`src/hdl/vpa_pkg.sv`:
```
package vpa_pkg;

  localparam int unsigned FREE_ENTRIES  = 16;
  localparam int unsigned OWNER_ENTRIES = 16;
  localparam int unsigned ADDRESS_BITS  = 16;

  localparam int unsigned FI_W   = (FREE_ENTRIES > 1) ? $clog2(FREE_ENTRIES) : 1;
  localparam int unsigned OI_W   = (OWNER_ENTRIES > 1) ? $clog2(OWNER_ENTRIES) : 1;
  localparam int unsigned SCAN_N = (FREE_ENTRIES > OWNER_ENTRIES) ? FREE_ENTRIES
                                                                 : OWNER_ENTRIES;
  localparam int unsigned CNT_W  = $clog2(SCAN_N);

  localparam longint unsigned ADDR_MAX = (64'd1 << ADDRESS_BITS) - 64'd1;

  localparam logic [15:0] DEF_MEM_SIZE = 16'd1024;
  localparam logic [15:0] DEF_MIN_FRAG = 16'd10;

  typedef enum logic {CMD_ALLOC = 1'b0, CMD_FREE = 1'b1} cmd_e;

  typedef enum logic [2:0] {
    ST_OK      = 3'd0,
    ST_NOFIT   = 3'd1,
    ST_UNKNOWN = 3'd2,
    ST_ZERO    = 3'd3,
    ST_FULL    = 3'd4,
    ST_HOLDS   = 3'd5
  } status_e;

  typedef enum logic [1:0] {
    POL_FIRST = 2'd0,
    POL_BEST  = 2'd1,
    POL_WORST = 2'd2,
    POL_RSVD  = 2'd3
  } policy_e;

  typedef enum logic [1:0] {
    CFG_MEM_SIZE = 2'd0,
    CFG_POLICY   = 2'd1,
    CFG_MIN_FRAG = 2'd2
  } cfg_idx_e;

  typedef enum logic [2:0] {S_INIT, S_IDLE, S_SCAN, S_FSCAN, S_APPLY} state_e;

  typedef struct packed {
    logic        command;
    logic [7:0]  owner_id;
    logic [15:0] request_size;
  } in_item_t;

  typedef struct packed {
    logic [2:0]  status;
    logic [15:0] start_address;
    logic [15:0] granted_size;
  } out_item_t;

  typedef struct packed {
    logic [15:0] start;
    logic [15:0] size;
  } free_ent_t;

  typedef struct packed {
    logic [7:0]  owner;
    logic [15:0] start;
    logic [15:0] size;
  } own_ent_t;

  typedef struct packed {
    policy_e     policy;
    logic [15:0] min_frag;
  } cfg_t;

  typedef struct packed {
    logic        load;
    logic [15:0] size;
  } reload_t;

  function automatic logic [15:0] clip_size(logic [15:0] v);
    if (64'(v) > ADDR_MAX) return 16'(ADDR_MAX);
    return v;
  endfunction

  // Candidate c beats current pick b; ties fall to the lower start.
  function automatic logic better_fit(policy_e p, free_ent_t c, free_ent_t b);
    if (p == POL_BEST && c.size != b.size) return c.size < b.size;
    if (p == POL_WORST && c.size != b.size) return c.size > b.size;
    return c.start < b.start;
  endfunction

endpackage

```
`src/hdl/vpa_ram.sv`:
```
module vpa_ram #(
  parameter int unsigned WIDTH = 32,
  parameter int unsigned DEPTH = 16,
  parameter int unsigned AW    = (DEPTH > 1) ? $clog2(DEPTH) : 1
) (
  input  logic             clk_i,
  input  logic             we_i,
  input  logic [AW-1:0]    waddr_i,
  input  logic [WIDTH-1:0] wdata_i,
  input  logic [AW-1:0]    raddr_i,
  output logic [WIDTH-1:0] rdata_o
);

  logic [WIDTH-1:0] mem [DEPTH];
  logic [WIDTH-1:0] rdata_q;

  always_ff @(posedge clk_i) begin
    if (we_i) begin
      mem[waddr_i] <= wdata_i;
    end
    rdata_q <= mem[raddr_i];
  end

  assign rdata_o = rdata_q;

endmodule

```
`src/hdl/vpa_core.sv`:
```
module vpa_core import vpa_pkg::*; (
  input  logic      clk_i,
  input  logic      rst_ni,
  input  cfg_t      cfg_i,
  input  reload_t   reload_i,
  input  logic      in_valid_i,
  output logic      in_stall_o,
  input  in_item_t  in_data_i,
  output logic      res_valid_o,
  input  logic      res_ready_i,
  output out_item_t res_data_o
);

  state_e state_q, state_d;
  in_item_t item_q, item_d;

  logic [CNT_W-1:0] cnt_q, cnt_d, ridx_q, ridx_d, last_idx;
  logic iss_done_q, iss_done_d, rdv_q, rdv_d;
  logic scan_act, issue, scan_end, enter_scan, own_in, free_in, fvld;

  logic [FREE_ENTRIES-1:0]  fvld_q, fvld_d;
  logic [OWNER_ENTRIES-1:0] ovld_q, ovld_d;

  // Scan results
  logic ofound_q, ofound_d, slot_found_q, slot_found_d, pick_q, pick_d;
  logic [OI_W-1:0] oidx_q, oidx_d, slot_q, slot_d;
  logic [15:0] os_q, os_d, on_q, on_d;
  logic [FI_W-1:0] pidx_q, pidx_d;
  free_ent_t best_q, best_d;
  logic left_q, left_d, right_q, right_d, empty_q, empty_d;
  logic [FI_W-1:0] lidx_q, lidx_d, ridx2_q, ridx2_d, eidx_q, eidx_d;
  logic [15:0] lstart_q, lstart_d, lsize_q, lsize_d, rsize_q, rsize_d;

  // RAM ports
  logic f_we, o_we;
  logic [FI_W-1:0] f_waddr;
  logic [OI_W-1:0] o_waddr;
  free_ent_t f_wdata, f_rdata;
  own_ent_t  o_wdata, o_rdata;

  logic [15:0] rest, grant, reload_sz;
  logic absorb, go;
  status_e status;

  vpa_ram #(.WIDTH($bits(free_ent_t)), .DEPTH(FREE_ENTRIES)) u_free_ram (
    .clk_i  (clk_i),
    .we_i   (f_we),
    .waddr_i(f_waddr),
    .wdata_i(f_wdata),
    .raddr_i(cnt_q[FI_W-1:0]),
    .rdata_o(f_rdata)
  );

  vpa_ram #(.WIDTH($bits(own_ent_t)), .DEPTH(OWNER_ENTRIES)) u_own_ram (
    .clk_i  (clk_i),
    .we_i   (o_we),
    .waddr_i(o_waddr),
    .wdata_i(o_wdata),
    .raddr_i(cnt_q[OI_W-1:0]),
    .rdata_o(o_rdata)
  );

  assign in_stall_o = (state_q != S_IDLE);
  assign scan_act   = (state_q == S_SCAN) || (state_q == S_FSCAN);
  assign issue      = scan_act && !iss_done_q;
  assign scan_end   = rdv_q && (ridx_q == last_idx);
  assign own_in     = 32'(ridx_q) < OWNER_ENTRIES;
  assign free_in    = 32'(ridx_q) < FREE_ENTRIES;
  assign fvld       = fvld_q[ridx_q[FI_W-1:0]];

  always_comb begin
    if (state_q == S_FSCAN) begin
      last_idx = CNT_W'(FREE_ENTRIES - 1);
    end else if (item_q.command == CMD_ALLOC) begin
      last_idx = CNT_W'(SCAN_N - 1);
    end else begin
      last_idx = CNT_W'(OWNER_ENTRIES - 1);
    end
  end

  // Next state
  always_comb begin
    state_d = state_q;
    unique case (state_q)
      S_INIT:  state_d = S_IDLE;
      S_IDLE:  if (in_valid_i) state_d = S_SCAN;
      S_SCAN: begin
        if (scan_end) begin
          state_d = (item_q.command == CMD_FREE && ofound_d) ? S_FSCAN : S_APPLY;
        end
      end
      S_FSCAN: if (scan_end) state_d = S_APPLY;
      S_APPLY: if (res_ready_i) state_d = S_IDLE;
      default: state_d = S_IDLE;
    endcase
  end

  assign enter_scan = (state_d != state_q) &&
                      ((state_d == S_SCAN) || (state_d == S_FSCAN));

  // Scan sequencing and per-entry evaluation
  always_comb begin
    item_d       = item_q;
    cnt_d        = cnt_q;
    iss_done_d   = iss_done_q;
    rdv_d        = issue;
    ridx_d       = cnt_q;
    ofound_d     = ofound_q;
    slot_found_d = slot_found_q;
    pick_d       = pick_q;
    oidx_d       = oidx_q;
    slot_d       = slot_q;
    os_d         = os_q;
    on_d         = on_q;
    pidx_d       = pidx_q;
    best_d       = best_q;
    left_d       = left_q;
    right_d      = right_q;
    empty_d      = empty_q;
    lidx_d       = lidx_q;
    ridx2_d      = ridx2_q;
    eidx_d       = eidx_q;
    lstart_d     = lstart_q;
    lsize_d      = lsize_q;
    rsize_d      = rsize_q;

    if (issue) begin
      cnt_d = cnt_q + 1'b1;
      if (cnt_q == last_idx) iss_done_d = 1'b1;
    end

    if (rdv_q) begin
      if (state_q == S_SCAN) begin
        if (own_in) begin
          if (ovld_q[ridx_q[OI_W-1:0]]) begin
            if (o_rdata.owner == item_q.owner_id && !ofound_q) begin
              ofound_d = 1'b1;
              oidx_d   = ridx_q[OI_W-1:0];
              os_d     = o_rdata.start;
              on_d     = o_rdata.size;
            end
          end else if (!slot_found_q) begin
            slot_found_d = 1'b1;
            slot_d       = ridx_q[OI_W-1:0];
          end
        end
        if (item_q.command == CMD_ALLOC && free_in && fvld &&
            f_rdata.size >= item_q.request_size &&
            (!pick_q || better_fit(cfg_i.policy, f_rdata, best_q))) begin
          pick_d = 1'b1;
          pidx_d = ridx_q[FI_W-1:0];
          best_d = f_rdata;
        end
      end else if (state_q == S_FSCAN) begin
        if (!fvld) begin
          if (!empty_q) begin
            empty_d = 1'b1;
            eidx_d  = ridx_q[FI_W-1:0];
          end
        end else if ((17'(f_rdata.start) + 17'(f_rdata.size)) == 17'(os_q) && !left_q) begin
          left_d   = 1'b1;
          lidx_d   = ridx_q[FI_W-1:0];
          lstart_d = f_rdata.start;
          lsize_d  = f_rdata.size;
        end else if (17'(f_rdata.start) == (17'(os_q) + 17'(on_q)) && !right_q) begin
          right_d = 1'b1;
          ridx2_d = ridx_q[FI_W-1:0];
          rsize_d = f_rdata.size;
        end
      end
    end

    if (state_q == S_IDLE && in_valid_i) begin
      item_d       = in_data_i;
      ofound_d     = 1'b0;
      slot_found_d = 1'b0;
      pick_d       = 1'b0;
    end
    if (state_q == S_SCAN) begin
      left_d  = 1'b0;
      right_d = 1'b0;
      empty_d = 1'b0;
    end
    if (enter_scan) begin
      cnt_d      = '0;
      iss_done_d = 1'b0;
      rdv_d      = 1'b0;
    end
  end

  // Result and table updates
  assign rest   = best_q.size - item_q.request_size;
  assign absorb = (rest < cfg_i.min_frag) || (rest == 16'd0);
  assign grant  = absorb ? best_q.size : item_q.request_size;
  assign go     = (state_q == S_APPLY) && res_ready_i;
  assign reload_sz = clip_size(reload_i.size);

  always_comb begin
    if (item_q.command == CMD_ALLOC) begin
      if (item_q.request_size == 16'd0) status = ST_ZERO;
      else if (ofound_q)                status = ST_HOLDS;
      else if (!slot_found_q)           status = ST_FULL;
      else if (!pick_q)                 status = ST_NOFIT;
      else                              status = ST_OK;
    end else begin
      if (!ofound_q)                          status = ST_UNKNOWN;
      else if (!left_q && !right_q && !empty_q) status = ST_FULL;
      else                                    status = ST_OK;
    end
  end

  always_comb begin
    res_valid_o = (state_q == S_APPLY);
    res_data_o.status        = status;
    res_data_o.start_address = 16'd0;
    res_data_o.granted_size  = 16'd0;
    if (status == ST_OK) begin
      if (item_q.command == CMD_ALLOC) begin
        res_data_o.start_address = best_q.start;
        res_data_o.granted_size  = grant;
      end else begin
        res_data_o.start_address = os_q;
        res_data_o.granted_size  = on_q;
      end
    end

    f_we    = 1'b0;
    f_waddr = pidx_q;
    f_wdata = '{start: best_q.start + item_q.request_size, size: rest};
    o_we    = 1'b0;
    o_waddr = slot_q;
    o_wdata = '{owner: item_q.owner_id, start: best_q.start, size: grant};
    fvld_d  = fvld_q;
    ovld_d  = ovld_q;

    if (reload_i.load) begin
      f_we    = 1'b1;
      f_waddr = '0;
      f_wdata = '{start: 16'd0, size: reload_sz};
      fvld_d  = '0;
      fvld_d[0] = (reload_sz != 16'd0);
      ovld_d  = '0;
    end else if (state_q == S_INIT) begin
      f_we    = 1'b1;
      f_waddr = '0;
      f_wdata = '{start: 16'd0, size: clip_size(DEF_MEM_SIZE)};
    end else if (go && status == ST_OK) begin
      if (item_q.command == CMD_ALLOC) begin
        if (absorb) fvld_d[pidx_q] = 1'b0;
        else        f_we = 1'b1;
        o_we           = 1'b1;
        ovld_d[slot_q] = 1'b1;
      end else begin
        f_we = 1'b1;
        if (left_q) begin
          f_waddr = lidx_q;
          f_wdata = '{start: lstart_q,
                      size: lsize_q + on_q + (right_q ? rsize_q : 16'd0)};
          if (right_q) fvld_d[ridx2_q] = 1'b0;
        end else if (right_q) begin
          f_waddr = ridx2_q;
          f_wdata = '{start: os_q, size: rsize_q + on_q};
        end else begin
          f_waddr = eidx_q;
          f_wdata = '{start: os_q, size: on_q};
          fvld_d[eidx_q] = 1'b1;
        end
        ovld_d[oidx_q] = 1'b0;
      end
    end
  end

  always_ff @(posedge clk_i or negedge rst_ni) begin
    if (!rst_ni) begin
      state_q      <= S_INIT;
      cnt_q        <= '0;
      iss_done_q   <= 1'b0;
      rdv_q        <= 1'b0;
      fvld_q       <= FREE_ENTRIES'((clip_size(DEF_MEM_SIZE) != 16'd0) ? 1 : 0);
      ovld_q       <= '0;
      ofound_q     <= 1'b0;
      slot_found_q <= 1'b0;
      pick_q       <= 1'b0;
      left_q       <= 1'b0;
      right_q      <= 1'b0;
      empty_q      <= 1'b0;
    end else begin
      state_q      <= state_d;
      cnt_q        <= cnt_d;
      iss_done_q   <= iss_done_d;
      rdv_q        <= rdv_d;
      fvld_q       <= fvld_d;
      ovld_q       <= ovld_d;
      ofound_q     <= ofound_d;
      slot_found_q <= slot_found_d;
      pick_q       <= pick_d;
      left_q       <= left_d;
      right_q      <= right_d;
      empty_q      <= empty_d;
    end
  end

  always_ff @(posedge clk_i) begin
    item_q   <= item_d;
    ridx_q   <= ridx_d;
    oidx_q   <= oidx_d;
    slot_q   <= slot_d;
    os_q     <= os_d;
    on_q     <= on_d;
    pidx_q   <= pidx_d;
    best_q   <= best_d;
    lidx_q   <= lidx_d;
    ridx2_q  <= ridx2_d;
    eidx_q   <= eidx_d;
    lstart_q <= lstart_d;
    lsize_q  <= lsize_d;
    rsize_q  <= rsize_d;
  end

endmodule

```
`src/hdl/variable_partition_allocator.sv`:
```
// Variable partition allocator: free-region and owner tables over one memory.
// Input channel (in_valid_i / in_stall_o / in_data_i): one request per
// transfer, allocate (owner, size) or free (owner). Output channel
// (out_valid_o / out_stall_i / out_data_o): exactly one result per request.
// Config port: cfg_we_i writes register cfg_idx_i (0 memory size, 1 fit
// policy, 2 minimum fragment); a memory size write reloads both tables.
// Scanning: an allocate scans both tables in one pass through their RAMs,
// one entry per cycle. A free scans the owner table, then, if the owner
// is found, the free table.
// The rate is set by those table scans over the single read port of each
// RAM; one request is in work at a time.
// Reset: tables hold one free region [0,1024), owner table empty; the first
// cycle after reset writes that region into the free RAM with input stalled.
// The result sits in an output register, so a stalled receiver holds back the
// next result; the next request is still taken and scanned meanwhile.
module variable_partition_allocator import vpa_pkg::*; (
  input  logic      clk_i,
  input  logic      rst_ni,
  input  logic      in_valid_i,
  output logic      in_stall_o,
  input  in_item_t  in_data_i,
  output logic      out_valid_o,
  input  logic      out_stall_i,
  output out_item_t out_data_o,
  input  logic      cfg_we_i,
  input  logic [1:0]  cfg_idx_i,
  input  logic [15:0] cfg_data_i
);

  cfg_t      cfg_q, cfg_d;
  reload_t   reload;
  logic      res_valid, res_ready;
  out_item_t res_data;
  logic      out_valid_q, out_valid_d;
  out_item_t out_data_q, out_data_d;

  // Config registers; a memory size write is not stored but kicks a table reload
  always_comb begin
    cfg_d       = cfg_q;
    reload.load = 1'b0;
    reload.size = cfg_data_i;
    if (cfg_we_i) begin
      unique case (cfg_idx_e'(cfg_idx_i))
        CFG_MEM_SIZE: reload.load   = 1'b1;
        CFG_POLICY:   cfg_d.policy   = policy_e'(cfg_data_i[1:0]);
        CFG_MIN_FRAG: cfg_d.min_frag = cfg_data_i;
        default: ;
      endcase
    end
  end

  vpa_core u_core (
    .clk_i      (clk_i),
    .rst_ni     (rst_ni),
    .cfg_i      (cfg_q),
    .reload_i   (reload),
    .in_valid_i (in_valid_i),
    .in_stall_o (in_stall_o),
    .in_data_i  (in_data_i),
    .res_valid_o(res_valid),
    .res_ready_i(res_ready),
    .res_data_o (res_data)
  );

  // Output register: free, or emptied by a transfer this cycle
  assign res_ready = !out_valid_q || !out_stall_i;

  always_comb begin
    out_valid_d = out_valid_q;
    out_data_d  = out_data_q;
    if (res_valid && res_ready) begin
      out_valid_d = 1'b1;
      out_data_d  = res_data;
    end else if (!out_stall_i) begin
      out_valid_d = 1'b0;
    end
  end

  always_ff @(posedge clk_i or negedge rst_ni) begin
    if (!rst_ni) begin
      cfg_q       <= '{policy: POL_FIRST, min_frag: DEF_MIN_FRAG};
      out_valid_q <= 1'b0;
    end else begin
      cfg_q       <= cfg_d;
      out_valid_q <= out_valid_d;
    end
  end

  always_ff @(posedge clk_i) begin
    out_data_q <= out_data_d;
  end

  assign out_valid_o = out_valid_q;
  assign out_data_o  = out_data_q;

endmodule

```
`config.mk`:
```
export PLATFORM = sky130hd
export DESIGN_NAME = variable_partition_allocator
export DESIGN_NICKNAME = d
export VERILOG_FILES = /design/src/hdl/vpa_pkg.sv /design/src/hdl/vpa_ram.sv /design/src/hdl/vpa_core.sv /design/src/hdl/variable_partition_allocator.sv
export SDC_FILE = /design/constraint.sdc
export NUM_CORES = 2
export LEC_CHECK = 0
export ABC_AREA = 1
export BUFFER_PORTS_ARGS = -buffer_cell sky130_fd_sc_hd__buf_2
export CORE_UTILIZATION = 65
export CTS_BUF_LIST = sky130_fd_sc_hd__clkbuf_16
export DETAILED_ROUTE_END_ITERATION = 6
export GPL_TIMING_DRIVEN = 0
export MAX_ROUTING_LAYER = met4
export PLACE_DENSITY = 0.85
export REMOVE_ABC_BUFFERS = 1
export SLEW_MARGIN = 20
export SYNTH_ARGS = -nofsm -noshare
export SYNTH_HDL_FRONTEND = slang
export SYNTH_SLANG_ARGS = --single-unit
```
`constraint.sdc`:
```
create_clock -name clk_i -period 14.6 [get_ports clk_i]
set_input_delay 2.19 -clock clk_i [delete_from_list [all_inputs] [get_ports clk_i]]
set_output_delay 2.19 -clock clk_i [all_outputs]
set_load 0.01 [all_outputs]
```
---- Yosys cells after proc, flatten, opt, wreduce, memory -nomap -nowiden ----
Memories as Yosys holds them, arrays and structs flattened. A register that Yosys moved wholly into a read port is not among the register bits.
Cells that the tools add are included.
storage, ports and cells
  register bits after elaboration ......... 266
  latch bits .............................. 0
  memory bits (writable) .................. 1152
  bits in read-only memories .............. 0
  output and inout port bits .............. 37
  logic and storage cells ................. 288
  memories kept ........................... 2
memories
  memory                 depth  bits a word  read ports  clocked after Yosys merged registers in  write ports  RTL line       text
  u_core.u_own_ram.mem   16     40           1           1                                        1            vpa_ram.sv:14  logic [WIDTH-1:0] mem [DEPTH];
  u_core.u_free_ram.mem  16     32           1           1                                        1            vpa_ram.sv:14
operators by class
  add/subtract/negate cells ............... 8
  $mul .................................... 0
  divide/modulo/power cells ............... 0
  order comparisons ....................... 16
  equality and inequality tests ........... 25
  shift operators ......................... 0
  multiplexer cells ....................... 118
  bitwise gates (word level) .............. 15
  reductions and logical operators ........ 69
operators by type and width
  kind                  count
  $mux W16              15
  $mux W32              6
  $mux W1               70
  $add A16 B16 Y16      4
  $and A16 B16 Y16      3
  $lt A16 B16 Y1        3
  $not A16 Y16          3
  $add A16 B16 Y17      2
  $mux W3               11
  $logic_not A16 Y1     2
  $mux W4               8
  $or A16 B16 Y16       2
  $lt A4 B5 Y1 const B  6
  $logic_and A1 B1 Y1   22
  $reduce_bool A2 Y1    11
  $demux W1 S4          5
  $ge A4 B1 Y1 const B  5
  $reduce_and A5 Y1     4
  $eq A16 B17 Y1        1
  $eq A17 B16 Y1        1
  $ge A16 B16 Y1        1
  $gt A16 B16 Y1        1
  $ne A16 B16 Y1        1
  $reduce_bool A16 Y1   1
  26 further kinds      63

---- Logic depth before layout (Yosys ltp) ----
  word-level depth ........................ 18
  mapped depth ............................ 25

---- Hierarchy ----
Synthesis repeated with hierarchy kept, for this count alone.
second synthesis, totals
  cells, all modules ...................... 7179
  area, all modules ....................... 70448.8 µm²
modules (own cells, without submodules)
  module                        instances  cells an instance  area an instance (µm²)
  vpa_ram at u_core.u_own_ram   1          2643               28318.4
  vpa_ram at u_core.u_free_ram  1          2121               22738.1
  vpa_core                      1          2291               17523.1
  variable_partition_allocator  1          124                1869.3

---- Worst setup path after synthesis ----
Ideal clock, no wire load.
  path kind ............................... input to register
  start ................................... input out_stall_i
  end ..................................... memory u_core.u_own_ram.mem[15][0] (netlist name), enable pin
  arrival time ............................ 7.584 ns
  setup slack ............................. 6.529 ns
  cell stages on the path ................. 8
  cells stage by stage .................... nand2_1 -> inv_1 -> nor2_1 -> nand4_1 -> inv_1 -> buf_2 -> nand2_1 -> nor3_1
between the ends
  longest elaborated chain between the ends .. 9
RTL lines
  item                           RTL line                            text
  start, declared                variable_partition_allocator.sv:23  input logic out_stall_i,
  $logic_not A1 Y1               -
  $logic_or A1 B1 Y1             variable_partition_allocator.sv:66  assign res_ready = !out_valid_q || !out_stall_i;
  $logic_and A1 B1 Y1            vpa_core.sv:195                     assign go = (state_q == S_APPLY) && res_ready_i;
  $logic_and A1 B1 Y1            vpa_core.sv:247                     end else if (go && status == ST_OK) begin
  $mux W1                        vpa_core.sv:247
  $mux W1                        vpa_core.sv:243                     end else if (state_q == S_INIT) begin
  $mux W1                        vpa_core.sv:236                     if (reload_i.load) begin
  $mux W1                        vpa_ram.sv:18                       if (we_i) begin
  $mux W1 (not written as such)  vpa_ram.sv:19                       mem[waddr_i] <= wdata_i;
  end, declared                  vpa_ram.sv:14
Every way passes these cells.

---- Worst setup path after layout ----
  start ................................... input cfg_idx_i[0]
  end ..................................... memory u_core.u_free_ram.mem[30][17] (netlist: u_core.u_free_ram.mem[15][17]), enable pin
between the ends
  longest elaborated chain between the ends .. 6
  elaborated cells between the ends (all ways) .. 7
  classes of those cells .................. mux: 6; reduce/logical: 1
RTL lines
  item                           RTL line                            text
  start, declared                variable_partition_allocator.sv:26  input logic [1:0] cfg_idx_i,
  $logic_not A2 Y1 *             variable_partition_allocator.sv:43  unique case (cfg_idx_e'(cfg_idx_i))
  $mux W1 *                      variable_partition_allocator.sv:43
  $mux W1 *                      variable_partition_allocator.sv:42  if (cfg_we_i) begin
  $mux W1                        vpa_core.sv:236
  $mux W1                        vpa_ram.sv:18
  $mux W1 (not written as such)  vpa_ram.sv:19
  end, declared                  vpa_ram.sv:14
Mark *: on every way between the ends. The rest lies on a longest branch, timed or not.

==> results.json <==
{
  "vias_per_cell": 6.90,
  "finalSetupTns_ps": 0,
  "die-area_mm2": 0.101,
  "hold_class": "register to register",
  "track_usage_pct": 40.8,
  "fin_crit_ps": 6650,
  "syn_to_final_growth_pct": 13.4,
  "dr_total_vias": 49000,
  "yosysWarnings": 0,
  "cts_resized": 0,
  "grt_pass1_wl_um": 294000,
  "h-tree-depth": 4,
  "synth_edf_count": 1348,
  "grt_pass1_vias": 47700,
  "final_cell_mix": "edfxtp_1, nand2_1, o21ai_0",
  "fmax_mhz": 150,
  "hold_violations": 0,
  "ys.flop_type": "edfxtp_1",
  "dpl.hpwl_um": 122000,
  "rsz0062_at_grt": "false",
  "fillers": 5602,
  "wl_per_cell_um": 28.4,
  "p_per_area_mw_per_mm2": 176,
  "cap_violations": 0,
  "synth_cells": 5590,
  "placement_rows": 115,
  "setup_viol": 0,
  "worst_pin_slew_ps": 1230,
  "grt.overflow.total": 0,
  "path_clk_slew_ps": 60,
  "dp.cells": 6824,
  "p_leak_nw": 27.1,
  "coreArea_mm2": 0.0986,
  "fin_util_pct": 74.4,
  "skew_ps": 41.9,
  "syn_avg_cell_area_um2": 11.6,
  "clockRootBuffer": "clkbuf_16",
  "cts_tree": "done",
  "antenna_found_initial": 3,
  "fin_total_pwr_mw": 12.9,
  "totalWireLength_um": 202000,
  "yosysUniqueCellTypes": 60,
  "path_class": "input port to register",
  "holdBufCountCts": 0,
  "final_common_cell": "edfxtp_1",
  "peakVddDrop_uv": 152,
  "clk-insertion-delay-late_ps": 790,
  "cp.arrival_ps": 7120,
  "ys_ff_latch": 1490,
  "cp_max_fo": 19,
  "start_util_pct": 65.7,
  "cts_made_buffers": 147,
  "syn-cell-area_mm2": 0.0647,
  "relSlewSlack_pct": 18.1,
  "routabilityCongestion": 1.01,
  "post-cts-setup-buffers": 0,
  "holdWs_ps": 407,
  "drtIter0Drc": 8728,
  "postRouteAntennaNets": 0,
  "clock_sinks": 1490,
  "io_buffers": 84,
  "drt_pass1_iterations": 7,
  "io_pins": 85,
  "cts_buffer_depth": 3,
  "status": "finished with violations",
  "drv_slew": 0,
  "yosysSeqAreaShare_pct": 67.4,
  "die_height_um": 318,
  "start_kind": "input port",
  "die_w_um": 318,
  "period_share_pct": 45.6,
  "violations": "DRC",
  "ys_async_sr_fraction_pct": 4.43,
  "cp.required_ps": 15060,
  "final_nets": 5909,
  "instances_no_fill": 7101,
  "drc": 5,
  "end_kind": "register",
  "drive_above_1_share_pct": 9.96,
  "grt_start_max_net_pins": 143
}
-- cell families (layout without fill, tap and decap cells) --
group,after synthesis,after routing,synth area share (%)
and+or+nand+nor,2004,2004,13.0
xor gates and xnor gates,67,67,0.930
adders and majority gates,174,174,3.61
other,0,2,0
buffers and inverters,637,859,3.89
DFF,1490,1490,67.4
AOI/OAI and AO/OA,1218,1218,11.1
-- flip-flops by register name (all words and copies together) (netlist names), 4 cells and up --
register / flops
u_core.ridx_q: 4
u_core.u_own_ram.rdata_o: 40
cfg_q: 18
u_core.u_free_ram.rdata_o: 32
u_core.oidx_q: 4
u_core.os_q: 16
u_core.on_q: 16
u_core.o_waddr: 4
u_core.fvld_q: 16
u_core.u_free_ram.mem: 512
u_core.eidx_q: 4
u_core.rsize_q: 16
u_core.lsize_q: 16
u_core.lstart_q: 16
out_data_o: 35
u_core.u_own_ram.mem: 640
u_core.best_q: 32
u_core.pidx_q: 4
u_core.item_q: 25
u_core.ovld_q: 16
u_core.ridx2_q: 4
u_core.lidx_q: 4
u_core.cnt_q: 4
-- where the power goes --
part	total (mW)	internal, mW	switching (mW)
Combinational	3.71	1.10	2.61
Clock	3.69	2.03	1.65
Sequential	5.50	5.10	0.402
Total	12.9	8.23	4.67
-- worst max-delay path: stages --
cell	delay, ps
buf_2	120
inv_1	100
nand3_2	410
buf_16	340
nand2_1	900
inv_1	670
nand2_2	550
inv_1	260
nand2_1	220
nand2_1	270
nor2_4	740
buf_12	270
-- metrics by stage --
stage / cell area, um^2 / setup WS (ps)
after detailed placement: 68700 / 7490
final: 73400 / 7950
after CTS: 73300 / 8310
after global routing: 73400 / 7890
after global placement: 65600 / -30870
after floorplan: 63600 / -7610
-- cell type report --
class	count	area (um^2)	share of cell area [%]
Inverter	367	1410	1.92
Clock inverter	124	876	1.19
Multi-Input combinational cell	3463	19000	25.9
Sequential cell	1490	43700	59.5
Timing Repair Buffer	218	3070	4.18
Antenna cell	2	5.00	0.00682
Tap cell	1287	1610	2.19
Clock buffer	150	3750	5.12
-- path summary, 6_finish.rpt --
| path | start | endpoint | slack, ps | cells past startpoint |
|---|---|---|---|---|
| setup / recovery | cfg_idx_i[0] | u_core.u_free_ram.mem[15][17] | 7950 | 12 |
| hold / removal | u_core.u_own_ram.rdata_o[25] | u_core.os_q[9] | 410 | 0 |
| setup reg to reg | u_core.item_q[24] | u_core.u_free_ram.mem[14][18] | 8550 | 13 |
| hold reg to reg | u_core.u_own_ram.rdata_o[25] | u_core.os_q[9] | 410 | 0 |
| max in group asynchronous | rst_ni | u_core.right_q | 12670 | 2 |
| min in group asynchronous | rst_ni | cfg_q[12] | 1330 | 1 |
-- synthesized netlist by cell type, types with 3 or more instances --
cell type  instances  share of area (%)
buf_6              4              0.070
dfstp_2            3               0.12
o21ai_0          495                3.8
a211oi_1          20               0.23
buf_2             13               0.10
edfxtp_1        1348                 63
or2_2              8              0.077
nor2_1           494                2.9
dfxtp_1           76                2.4
nor3_1            26               0.20
nand3_2            7               0.11
nand2_4            4              0.070
o22ai_1          105                1.0
o221ai_1          84                1.1
a221oi_1         109                1.5
nor2_2             4              0.039
clkbuf_1         236                1.4
nand2_1         1035                6.0
fa_1              21               0.65
o21a_1             6              0.070
o21ai_2           17               0.23
clkbuf_8           6               0.13
nand3_1          292                2.3
dfrtp_1           63                2.4
xor2_1            41               0.55
o31ai_1            4              0.046
o2111ai_1          4              0.054
a21oi_1          326                2.5
o21bai_1           6              0.070
nand4_1           85               0.82
ha_1             153                3.0
a21o_1             3              0.035
buf_1              9              0.052
nand3b_1          12               0.14
inv_2             11              0.064
o21ai_1            7              0.054
o211ai_1           8              0.093
a31oi_1            8              0.077
nor2_4             4              0.070
nand2_2           23               0.22
inv_1            355                2.1
nor4_1             6              0.058
a21oi_2            6              0.081
xnor2_1           24               0.32
-- per-layer routing --
metal	GRT usage [%]	part of all wire (%)
met1	51.2	34
met2	60.7	45
met3	10.1	15
met4	24.0	6.6
met5	-	0
Note: power is estimated with default switching activity, not from simulation.
